### src/hw/rtl/green_gauss_scalar_gradient_top_assert.svh
// assertion macros for the green-gauss gradient block
// used by green_gauss_scalar_gradient_top; expects clk and rst_n in scope
`ifndef GREEN_GAUSS_SCALAR_GRADIENT_TOP_ASSERT_SVH
`define GREEN_GAUSS_SCALAR_GRADIENT_TOP_ASSERT_SVH

// antecedent implies consequent in the same cycle
`define GGSG_ASSERT_IMPL(lbl, ante, cons, msg) \
  lbl: assert property (@(posedge clk) disable iff (!rst_n) (ante) |-> (cons)) \
    else $error(msg);

// antecedent implies consequent in the next cycle
`define GGSG_ASSERT_NEXT(lbl, ante, cons, msg) \
  lbl: assert property (@(posedge clk) disable iff (!rst_n) (ante) |=> (cons)) \
    else $error(msg);

`endif

### src/hw/rtl/ggsg_pkg.sv
// shared types and constants of the green-gauss gradient block
// no dependencies
package ggsg_pkg;

  localparam int CELL_W = 10;
  localparam int VAL_W  = 32;
  localparam int VOL_W  = 31;
  localparam int ACC_W  = 48;
  // widest face flux, reached at the smallest fraction width
  localparam int FLUX_W = 57;

  typedef enum logic [1:0] {
    REQ_INTERNAL  = 2'd0,
    REQ_BOUNDARY  = 2'd1,
    REQ_PROCESSOR = 2'd2,
    REQ_FINALIZE  = 2'd3
  } req_kind_t;

  typedef struct packed {
    req_kind_t                 kind;
    logic [CELL_W-1:0]         own;
    logic [CELL_W-1:0]         nei;
    logic signed [FLUX_W-1:0]  fx;
    logic signed [FLUX_W-1:0]  fy;
    logic signed [FLUX_W-1:0]  fz;
    logic signed [VAL_W-1:0]   scale;
    logic [VOL_W-1:0]          vol;
  } op_t;

  typedef enum logic [2:0] {
    F_IDLE, F_MUL_A, F_MUL_B, F_FX, F_FY, F_FZ, F_PUSH
  } front_state_t;

  typedef enum logic [3:0] {
    B_IDLE, B_ORD, B_OWR, B_NRD, B_NWR, B_FRD, B_FLD,
    B_MLO, B_MHI, B_CHK, B_DIV, B_RND, B_EMIT
  } back_state_t;

endpackage

### src/hw/rtl/ggsg_fifo.sv
// two-entry queue of classified operations between front and back
// depends on ggsg_pkg
module ggsg_fifo (
  input  logic          clk,
  input  logic          rst_n,
  input  logic          push,
  input  ggsg_pkg::op_t push_op,
  input  logic          pop,
  output ggsg_pkg::op_t head,
  output logic          empty,
  output logic          full
);

  ggsg_pkg::op_t mem_r [2];
  logic       wp_r, rp_r;
  logic [1:0] cnt_r;

  assign empty = (cnt_r == 2'd0);
  assign full  = (cnt_r == 2'd2);
  assign head  = mem_r[rp_r];

  always_ff @(posedge clk) begin
    if (!rst_n) begin
      wp_r  <= 1'b0;
      rp_r  <= 1'b0;
      cnt_r <= 2'd0;
    end else begin
      if (push) wp_r <= ~wp_r;
      if (pop) rp_r <= ~rp_r;
      cnt_r <= cnt_r + {1'b0, push} - {1'b0, pop};
    end
  end

  always_ff @(posedge clk) begin
    if (push) mem_r[wp_r] <= push_op;
  end

endmodule

### config.mk
export PLATFORM = sky130hd
export DESIGN_NAME = ggsg_fifo
export DESIGN_NICKNAME = d
export VERILOG_FILES = /design/src/hw/rtl/green_gauss_scalar_gradient_top_assert.svh /design/src/hw/rtl/ggsg_pkg.sv /design/src/hw/rtl/ggsg_fifo.sv
export SDC_FILE = /design/constraint.sdc
export NUM_CORES = 1
export LEC_CHECK = 0
export BUFFER_PORTS_ARGS = -buffer_cell sky130_fd_sc_hd__buf_4
export CORE_MARGIN = 2
export CORE_UTILIZATION = 45
export CTS_CLUSTER_DIAMETER = 40
export DETAILED_ROUTE_END_ITERATION = 6
export PLACE_DENSITY_LB_ADDON = 0.3
export SLEW_MARGIN = 20
export SYNTH_ARGS = -nofsm -noshare
export SYNTH_HDL_FRONTEND = slang
export SYNTH_SLANG_ARGS = --single-unit
### constraint.sdc
create_clock -name clk -period 24.9 [get_ports clk]
set_input_delay 3.735 -clock clk [delete_from_list [all_inputs] [get_ports clk]]
set_output_delay 3.735 -clock clk [all_outputs]
set_load 0.02 [all_outputs]
## After elaboration in Yosys (flattened, before gate mapping)

Memories as Yosys holds them, arrays and structs flattened. A register that Yosys moved wholly into a read port is not among the register bits.
Cells that the tools add are included.

| operators by class | value |
|---|---|
| equality and inequality tests | 1 |
| shift operators | 0 |
| $mul | 0 |
| magnitude comparators | 0 |
| muxes and demuxes | 4 |
| add/subtract/negate cells | 2 |
| divide/modulo/power cells | 0 |
| bitwise operators | 2 |
| reduce and logical (&&, ||, !) cells | 1 |

Operators by type and width:

| operator | count |
|---|---|
| 1-bit two-way mux | 4 |
| 2-bit by 1-bit adder with 2-bit output | 1 |
| 2-bit equality test, second input constant | 1 |
| 2-bit logical NOT | 1 |
| 1-bit NOT | 2 |
| 2-bit by 1-bit subtractor with 2-bit output | 1 |

| storage, ports and cells | value |
|---|---|
| input bits | 260 |
| output and inout bits | 258 |
| flip-flop bits (word level) | 4 |
| memories | 1 |
| bits in read-only memories | 0 |
| memory bits (writable) | 512 |
| word-level logic and storage cells | 14 |
| latch bits | 0 |

Memory list:

| name | depth | bits a word | rd ports | clocked after memory_dff | write ports | RTL line | text |
|---|---|---|---|---|---|---|---|
| mem_r | 2 | 256 | 1 | 1 | 1 | ggsg_fifo.sv:14 | `ggsg_pkg::op_t mem_r [2];` |

## Longest topological paths before layout

Gate-level depths: netlist (run 1).

| logic depth | value |
|---|---|
| depth after elaboration | 3 |
| gate-level depth with buffers | 6 |
| depth with buffers taken out | 6 |

## Least setup slack after synthesis (run 1)

No wires, ideal clock.

| timing | value |
|---|---|
| kind | input to register |
| start point | in push |
| end point | reg wp_r |
| buffers on the path | 0 |
| stages on the path | 2 |
| data required time | 24,789 ps |
| data arrival time | 15,628 ps |
| path slack | 9,162 ps |
| setup time | 111 ps |
| cell sequence | nor2b_1 > o21a_1 |

RTL lines:

| what | RTL line | text |
|---|---|---|
| start: declaration | ggsg_fifo.sv:6 | `input logic push,` |
| end signal: assignment | ggsg_fifo.sv:28 | `if (push) wp_r <= ~wp_r;` |
| end: declaration | ggsg_fifo.sv:15 | `logic wp_r, rp_r;` |

==> summary.txt, run 1 <==
Run status
  • Status: finished clean

Placed design
  • Gpl congestion: 0.816
  • PortBufs: 517
  • Dpl cell area: 0.0231 mm2
  • Detailed placement HPWL: 27600 um

Routing
  • Post-route DRC: 0
  • Vias: 9786
  • Via/cell ratio: 4.96
  • Post-route ant nets: 0
  • Routed Wire Length: 41800 um
  • Post-detailed-route wirelength per cell: 21.2 um
  • Drt pass-1 iters: 4
  • DR iter-0 viols: 590

Power
  • Total design power: 0.00225 W
  • Clock share of power: 0.430
  • Static Leakage: 9.52 nW
  • Seq pwr share: 0.454
  • Worst IR drop on VDD: 0.0000775 V
  • Psw: 0.000523 W
  • P_int: 0.00173 W
  • Power per cell area: 88.6 mW/mm2
  • Combinational share of power: 0.116
  • Switching power share of the total: 0.232

Final layout
  • Synth-to-Final Area Change: 35.4%
  • Most frequent cells in the layout: buf_4, edfxtp_1, mux2_2
  • Leading cell type in the layout, fill and taps excluded: buf_4
  • NumNets Final: 1647
  • # diodes: 0
  • Layout cells sized above 1: 0.621
  • Fill count: 2939
  • Final Cell Area: 0.0254 mm2

Worst setup path
  • Setup CP Type: flip-flop to output pin
  • Worst Path Required: 21160 ps
  • Setup crit end kind: output pin
  • Critical Path AT: 3700 ps
  • CP Cell Sequence: buf_4 > buf_4 > mux2_2 > buf_4
  • Startpoint Class: flip-flop
  • FF-to-FF path depth: 3
  • CP max stage cell: buf_4
  • Most used cell, CP: buf_4
  • CP Max Fanout: 80
  • Crit-path max cell delay: 880 ps
  • Reg-to-Reg Start: wp_r$_SDFFE_PN0P_

STA
  • Worst-Margin Slew: 1090 ps
  • Max_slew headroom: 0.275
  • Setup Skew: 17.5 ps
  • RSZ-0062 raised after global routing: false
  • Period minus WS final: 7440 ps
  • Final hold vios: 0
  • Period utilization: 0.299
  • Hold WS: 582 ps
  • Setup violators final: 0
  • Max Clk Rate: 134 MHz
  • Final Max Tran Viols: 0
  • Fin Setup TNS: 0 ps

Logic synthesis
  • Synth Area in Simple Gates: 0.00286
  • Syn Std Cell Area: 0.0188 mm2
  • Post-Synth Adder-Cell Area: 0.00133
  • Ys Warns: 0
  • Xor/xnor share of the synthesized area: 0.00166
  • Combinational family with the most area after synthesis: multiplexers
  • Avg Cell Area, Syn: 23.0 um2
  • Multiplexer area fraction after synthesis: 0.153
  • Synth Register Bits: 517
  • Post-Synthesis Cells: 817
  • Most used DFF post-synth: edfxtp_1
  • Synth cell types: 14
  • Sequential share of the synthesized area: 0.824
  • Synth Net Count: 1079
  • Synth Area in Compound Gates: 0.000400
  • Ys async rst share: 0
  • Post-synth EDFFs: 512

Clock tree
  • Clock latency on the worst-skew pair: 580 ps
  • Post-cts sizing count: 0
  • Clock transition at path regs: 50 ps
  • CTS tree: yes
  • CTS Buf Count: 69
  • Setup bufs post-CTS: 0
  • Hold_buf cts: 0
  • CTS Root Cell: clkbuf_16
  • Clock sink count: 517
  • H-tree Lvls: 3
  • Clock tree buffer depth: 3

Floorplan
  • Core ar.: 0.0410 mm2
  • Initial Util: 0.458
  • # rows: 74
  • Io pins: 518
  • Die X: 208 um
  • Die Height: 208 um
  • Total die area: 0.0434 mm2

Hold path
  • Hold_sp: rp_r$_SDFFE_PN0P_
  • Worst min-delay path category: flip-flop to flip-flop
  • Hold Crit Depth: 2

Global routing
  • First-pass GRT wire length: 61300 um
  • Antenna violations before repair: 2
  • Largest net degree at the start of global routing: 179
  • Global Route Usage Sum: 0.188
  • Total grt overflow: 0
  • Vias in the first global route: 10344

Flow run
  • Max Cap Viol: 0
per-layer routing:
metal / part of all wire / vias to the layer above / global-route usage
met5: 0.00031 / - / 0
met4: 0.038 / 2 / 0.0930
met3: 0.10 / 99 / 0.0806
met2: 0.50 / 415 / 0.315
met1: 0.36 / 4848 / 0.206
li1: - / 4422 / -
synth_stat cells (2+ instances only):
library cell / n / share of area
dfxtp_1: 5 / 0.0053
and2_1: 4 / 0.0013
inv_1: 2 / 0.00040
ha_1: 2 / 0.0013
buf_6: 26 / 0.016
nor2b_1: 4 / 0.0013
edfxtp_1: 512 / 0.82
mux2_2: 256 / 0.15
registers in the layout, summed over array words and instances, names as in the netlist, named ones only:
name / count
cnt_r: 2
mem_r: 512
rp_r: 1
wp_r: 1
power groups by stage:
| stage | combinational, W | clock (W) | sequential [W] |
|---|---|---|---|
| after floorplan | 0.000149 | 0 | 0.00105 |
| after global placement | 0.000261 | 0 | 0.00104 |
| after detailed placement | 0.000264 | 0 | 0.00104 |
| after CTS | 0.000266 | 0.000990 | 0.00102 |
| after global routing | 0.000278 | 0.00103 | 0.00103 |
| final | 0.000263 | 0.000969 | 0.00102 |
logic make-up after synthesis:
group	count (synthesis)
AOI/OAI and AO/OA	1
xor gates and xnor gates	2
adders and majority gates	2
buffers and inverters	30
DFF	517
muxes	256
and+or+nand+nor	9
metrics by stage:
step	cells	setup slack, ps	utilization
finish	1974	17460	0.620
floorplan	817	9160	-
global route	1974	17220	0.620
CTS	1974	17380	0.620
global placement	1846	18020	0.564
detailed placement	1846	17990	0.564
path summary, 6_finish.rpt:
kind	end	slack, ps
worst min register to register	flip-flop	580
worst min-delay path	flip-flop	580
worst max-delay path	head[33]	17460
worst max register to register	mem_r[1][51]$_DFFE_PP_	21740
critical path, delay by kind of cell (launching register included):
kind     cells  cell delay, ps
buf+inv      3            1720
mux          1             440
flops        1             840
layout make-up:
| type | instances | area, um2 | area share |
|---|---|---|---|
| clock buffer | 84 | 1880 | 0.0738 |
| sequential | 517 | 15500 | 0.609 |
| clock inverter | 44 | 438 | 0.0172 |
| timing repair buffer | 525 | 3960 | 0.156 |
| tap | 532 | 666 | 0.0262 |
| inverter | 2 | 7.51 | 0.000295 |
| multi-input combinational | 270 | 3010 | 0.118 |
Note: power is estimated with default switching activity, not from simulation.
==> run 2: changes to the inputs <==
clock period = 6.7 ns   (was 24.9 ns; I/O delays follow)
==> summary.txt, run 2 (synthesized netlist as in run 1, its figures left out) <==
Run status
  • Status: finished clean

Placed design
  • Gpl congestion: 0.802 (-1.8%)
  • Detailed placement HPWL: 27600 um (about the same)
  • PortBufs: 517 (unchanged)
  • Dpl cell area: 0.0231 mm2 (+0.13%)

Power
  • Switching power share of the total: 0.241 (+0.00873)
  • Combinational share of power: 0.116 (about the same)
  • Psw: 0.00203 W (+290%)
  • Seq pwr share: 0.451 (-0.003)
  • Static Leakage: 9.53 nW (about the same)
  • Worst IR drop on VDD: 0.000290 V (+270%)
  • P_int: 0.00641 W (+270%)
  • Clock share of power: 0.433 (+0.003)
  • Power per cell area: 331 mW/mm2 (+270%)

Global routing
  • Total grt overflow: 0 (unchanged)
  • Vias in the first global route: 10192 (-1.5%)
  • Global Route Usage Sum: 0.187 (-0.00162)
  • Antenna violations before repair: 2 (unchanged)
  • Largest net degree at the start of global routing: 185 (+3.4%)
  • First-pass GRT wire length: 60500 um (-1.4%)

STA
  • Final hold vios: 0 (unchanged)
  • Worst-Margin Slew: 1470 ps (+384 ps)
  • Final Max Tran Viols: 0 (unchanged)
  • Period minus WS final: 4050 ps
  • Period utilization: 0.604
  • Fin Setup TNS: 0 ps (unchanged)
  • Max_slew headroom: 0.0190 (-0.256)
  • Setup violators final: 0 (unchanged)
  • RSZ-0062 raised after global routing: false
  • Max Clk Rate: 247 MHz
  • Setup Skew: 15.8 ps (-1.74 ps)

Routing
  • Routed Wire Length: 41900 um (+0.44%)
  • Post-route ant nets: 0 (unchanged)
  • Post-route DRC: 0 (unchanged)
  • Vias: 9795 (+0.092%)
  • Drt pass-1 iters: 4 (unchanged)
  • Post-detailed-route wirelength per cell: 21.3 um (+0.49%)
  • DR iter-0 viols: 586 (-0.68%)
  • Via/cell ratio: 4.96 (+0.14%)

Clock tree
  • Clock sink count: 517 (unchanged)
  • Clock transition at path regs: 50 ps (about the same)
  • CTS tree: yes
  • CTS Buf Count: 69 (unchanged)
  • Setup bufs post-CTS: 0 (unchanged)
  • Hold_buf cts: 0 (unchanged)
  • Post-cts sizing count: 0 (unchanged)
  • Clock latency on the worst-skew pair: 580 ps (about the same)
  • CTS Root Cell: clkbuf_16
  • Clock tree buffer depth: 3 (unchanged)
  • H-tree Lvls: 3 (unchanged)

Final layout
  • Max reg flops: 512 (unchanged)
  • Fill count: 2881 (-2.0%)
  • Largest Register: mem_r
  • Layout cells sized above 1: 0.626 (+0.00503)
  • Synth-to-Final Area Change: 35.7%
  • Final Cell Area: 0.0255 mm2 (+0.25%)
  • Leading cell type in the layout, fill and taps excluded: buf_4
  • Most frequent cells in the layout: buf_4, edfxtp_1, mux2_2
  • NumNets Final: 1646 (-0.061%)
  • Largest regs: mem_r: 512 flops, cnt_r: 2 flops

Worst setup path
  • Worst setup path endpoint: head[38]
  • FF-to-FF path depth: 2 (-1)
  • Flop-to-flop setup slack: 4540 ps (-17200 ps)
  • Setup CP Type: flip-flop to output pin
  • Reg-to-Reg End: mem_r[1][102]$_DFFE_PP_
  • Worst Path Required: 5690 ps (-15470 ps)
  • Startpoint Class: flip-flop
  • Critical Path AT: 3040 ps (-660 ps)
  • CP Max Fanout: 75 (-6.3%)
  • Reg-to-Reg Start: wp_r$_SDFFE_PN0P_
  • Setup crit end kind: output pin

Floorplan
  • # rows: 74 (unchanged)
  • Initial Util: 0.458 (unchanged)
  • Die X: 208 um (unchanged)
  • Die Height: 208 um (unchanged)
  • Core ar.: 0.0410 mm2 (unchanged)
  • Total die area: 0.0434 mm2 (unchanged)
  • Io pins: 518 (unchanged)

Hold path
  • Hold Crit Depth: 2 (unchanged)
  • Worst min-delay path category: flip-flop to flip-flop

Flow run
  • Max Cap Viol: 0 (unchanged)
-- run 2: critical path, stage by stage, from the launching register on --
cell and delay, ps:
dfxtp_4 1030, buf_4 750, mux2_2 430, buf_4 160
-- run 2: final cells by class --
| cell class | instances | area (um2) | share of cell area |
|---|---|---|---|
| Sequential cell | 517 | 15500 | 0.607 |
| Timing Repair Buffer | 524 | 3980 | 0.156 |
| Multi-Input combinational cell | 270 | 3010 | 0.118 |
| Clock buffer | 73 | 1740 | 0.0683 |
| Tap cell | 532 | 666 | 0.0261 |
| Clock inverter | 54 | 608 | 0.0238 |
| Inverter | 2 | 7.51 | 0.000294 |
| Antenna cell | 1 | 2.50 | 0.0000981 |
-- run 2: stage by stage --
stage | setup WS (ps) | std cells | utilization | hold slack [ps] | power [W]
floorplan | 1420 | 817 | - | 555 | 0.00441
global placement | 3280 | 1845 | 0.564 | 557 | 0.00484
detailed placement | 3230 | 1845 | 0.564 | 557 | 0.00486
CTS | 2580 | 1972 | 0.622 | 568 | 0.00853
global route | 2490 | 1972 | 0.622 | 571 | 0.00871
finish | 2650 | 1973 | 0.622 | 575 | 0.00844
-- run 2: worst min path at each step --
stage	endpoint	from	slack, ps
floorplan	flip-flop	rp_r$_SDFFE_PN0P_	550
global placement	flip-flop	rp_r$_SDFFE_PN0P_	560
detailed placement	flip-flop	rp_r$_SDFFE_PN0P_	560
CTS	mem_r[0][27]$_DFFE_PP_	push_op[27]	570
global route	mem_r[0][34]$_DFFE_PP_	push_op[34]	570
finish	flip-flop	rp_r$_SDFFE_PN0P_	570
-- run 2: metal layers --
| metal | routed length [um] | share of wire | vias to the layer above | GRT usage |
|---|---|---|---|---|
| met1 | 15300 | 0.36 | 4853 | 0.208 |
| met2 | 21000 | 0.50 | 411 | 0.311 |
| li1 | - | - | 4429 | - |
| met3 | 3960 | 0.094 | 100 | 0.0738 |
| met5 | 13 | 0.00031 | - | 0 |
| met4 | 1720 | 0.041 | 2 | 0.0965 |
-- run 2: power groups by stage --
stage	combinational, W	clock (W)	sequential [W]
floorplan	0.000556	0	0.00385
global placement	0.000971	0	0.00387
detailed placement	0.000981	0	0.00387
CTS	0.000989	0.00373	0.00381
global route	0.00103	0.00386	0.00382
finish	0.000977	0.00365	0.00381
==> run 3: changes to the inputs <==
clock period = 3.7 ns   (was 6.7 ns; I/O delays follow)
==> summary.txt, run 3 (synthesized netlist as in run 1, its figures left out) <==
Placed design
  • PortBufs: 517 (unchanged)
  • Cell Count Post-Placement: 1852 (+0.38%)
  • Gpl congestion: 0.814 (+1.5%)
  • Detailed placement HPWL: 28300 um (+2.2%)
  • Pre-CTS setup slack: 1410 ps (-1820 ps)

STA
  • Max_slew headroom: 0.463 (+0.444)
  • Final Max Tran Viols: 0 (unchanged)
  • Worst-Margin Slew: 806 ps (-666 ps)
  • Period utilization: 0.773
  • Setup ws final: 839 ps (-1820 ps)
  • Fin Setup TNS: 0 ps (unchanged)
  • Final hold vios: 0 (unchanged)
  • Max Clk Rate: 349 MHz
  • Period minus WS final: 2860 ps
  • RSZ-0062 raised after global routing: false
  • Setup violators final: 0 (unchanged)
  • Setup Skew: 9.97 ps (-5.80 ps)

Worst setup path
  • Worst Path Required: 3140 ps (-2550 ps)
  • Critical Path AT: 2310 ps (-730 ps)
  • CP Max Fanout: 69 (-8.0%)
  • Setup crit end kind: output pin
  • Startpoint Class: flip-flop
  • Setup CP Type: flip-flop to output pin

Global routing
  • Largest net degree at the start of global routing: 132 (-29%)
  • Vias in the first global route: 10317 (+1.2%)
  • Antenna violations before repair: 1 (-1)
  • Total grt overflow: 0 (unchanged)
  • Global Route Usage Sum: 0.188 (+0.000795)
  • First-pass GRT wire length: 61400 um (+1.5%)

Floorplan
  • Io pins: 518 (unchanged)
  • Die Height: 208 um (unchanged)
  • # rows: 74 (unchanged)
  • Total die area: 0.0434 mm2 (unchanged)
  • Die X: 208 um (unchanged)
  • Core ar.: 0.0410 mm2 (unchanged)
  • Initial Util: 0.458 (unchanged)

Routing
  • Drt pass-1 iters: 4 (unchanged)
  • Post-route DRC: 0 (unchanged)
  • DR iter-0 viols: 531 (-9.4%)
  • Via/cell ratio: 4.95 (-0.26%)
  • Post-detailed-route wirelength per cell: 21.3 um (about the same)
  • Routed Wire Length: 41800 um (-0.31%)
  • Post-route ant nets: 0 (unchanged)
  • Vias: 9740 (-0.56%)

Power
  • Static Leakage: 9.46 nW (-0.69%)
  • Worst IR drop on VDD: 0.000483 V (+67%)
  • Power per cell area: 586 mW/mm2 (+77%)

Clock tree
  • Clock sink count: 517 (unchanged)
  • Clock transition at path regs: 60 ps (about the same)
  • CTS Root Cell: clkbuf_16
  • CTS tree: yes
  • Post-cts sizing count: 0 (unchanged)
  • Clock tree buffer depth: 3 (unchanged)
  • Setup bufs post-CTS: 0 (unchanged)
  • Hold_buf cts: 0 (unchanged)
  • Clock latency on the worst-skew pair: 590 ps (about the same)
  • CTS Buf Count: 61 (-12%)
  • H-tree Lvls: 2 (-1)

Hold path
  • Worst min-delay path category: input port to flip-flop

Final layout
  • Largest Register: mem_r
  • Fill count: 2955 (+2.6%)
  • Most frequent cells in the layout: buf_4, edfxtp_1, mux2_2
  • Largest regs: mem_r: 512 flops, cnt_r: 2 flops
  • Layout cells sized above 1: 0.619 (-0.00741)
  • Fin cells: 1967 (-0.30%)
  • Leading cell type in the layout, fill and taps excluded: buf_4
  • Max reg flops: 512 (unchanged)
  • Synth-to-Final Area Change: 35.1%
  • NumNets Final: 1645 (-0.061%)

Flow run
  • Max Cap Viol: 0 (unchanged)

Run status
  • Status: finished clean
-- run 3: changes by cell type in the layout (fill, tap and decap cells not counted), sizes merged --
cell      before  now
inv           22    9
bufinv         6   11
diode          1    2
clkbuf        73   66
clkinvlp      10   11
buf          524  531
-- run 3: cell type report --
class	count	area (um2)	area share
sequential	517	15500	0.610
timing repair buffer	531	4060	0.160
multi-input combinational	270	3010	0.119
clock buffer	66	1570	0.0617
tap	532	666	0.0262
clock inverter	47	582	0.0229
inverter	2	7.51	0.000296
antenna	2	5.00	0.000197
-- run 3: routing by layer --
layer | routed length, um | track usage
met3 | 3810 | 0.0688
met5 | 0 | 0
met2 | 21400 | 0.323
met4 | 1350 | 0.0789
met1 | 15200 | 0.210
-- run 3: through the flow --
| step | area (um2) | util | power, W | hold slack, ps |
|---|---|---|---|---|
| after global routing | 25400 | 0.619 | 0.0154 | 96.0 |
| after global placement | 23200 | 0.566 | 0.00878 | 557 |
| after floorplan | 18800 | - | 0.00798 | 555 |
| final | 25400 | 0.619 | 0.0149 | 133 |
| after detailed placement | 23200 | 0.566 | 0.00881 | 560 |
| after CTS | 25400 | 0.619 | 0.0150 | 89.3 |
-- run 3: path summary, 6_finish.rpt --
| check | depth (start not counted) | startpoint | endpoint | slack (ps) |
|---|---|---|---|---|
| worst max register to register | 2 | wp_r$_SDFFE_PN0P_ | mem_r[1][190]$_DFFE_PP_ | 1870 |
| worst max-delay path | 3 | flip-flop | head[171] | 840 |
| worst min-delay path | 1 | push_op[226] | mem_r[0][226]$_DFFE_PP_ | 130 |
| worst min register to register | 2 | rp_r$_SDFFE_PN0P_ | flip-flop | 570 |
-- run 3: critical path, stage by stage (launching register included) --
cell and delay [ps]:
dfxtp_4 680, buf_12 380, mux2_2 410, buf_4 160
-- run 3: power breakdown --
part / internal (W) / switching, W
clock network: 0.00385 / 0.00236
registers: 0.00678 / 0.0000862
logic: 0.000855 / 0.000948
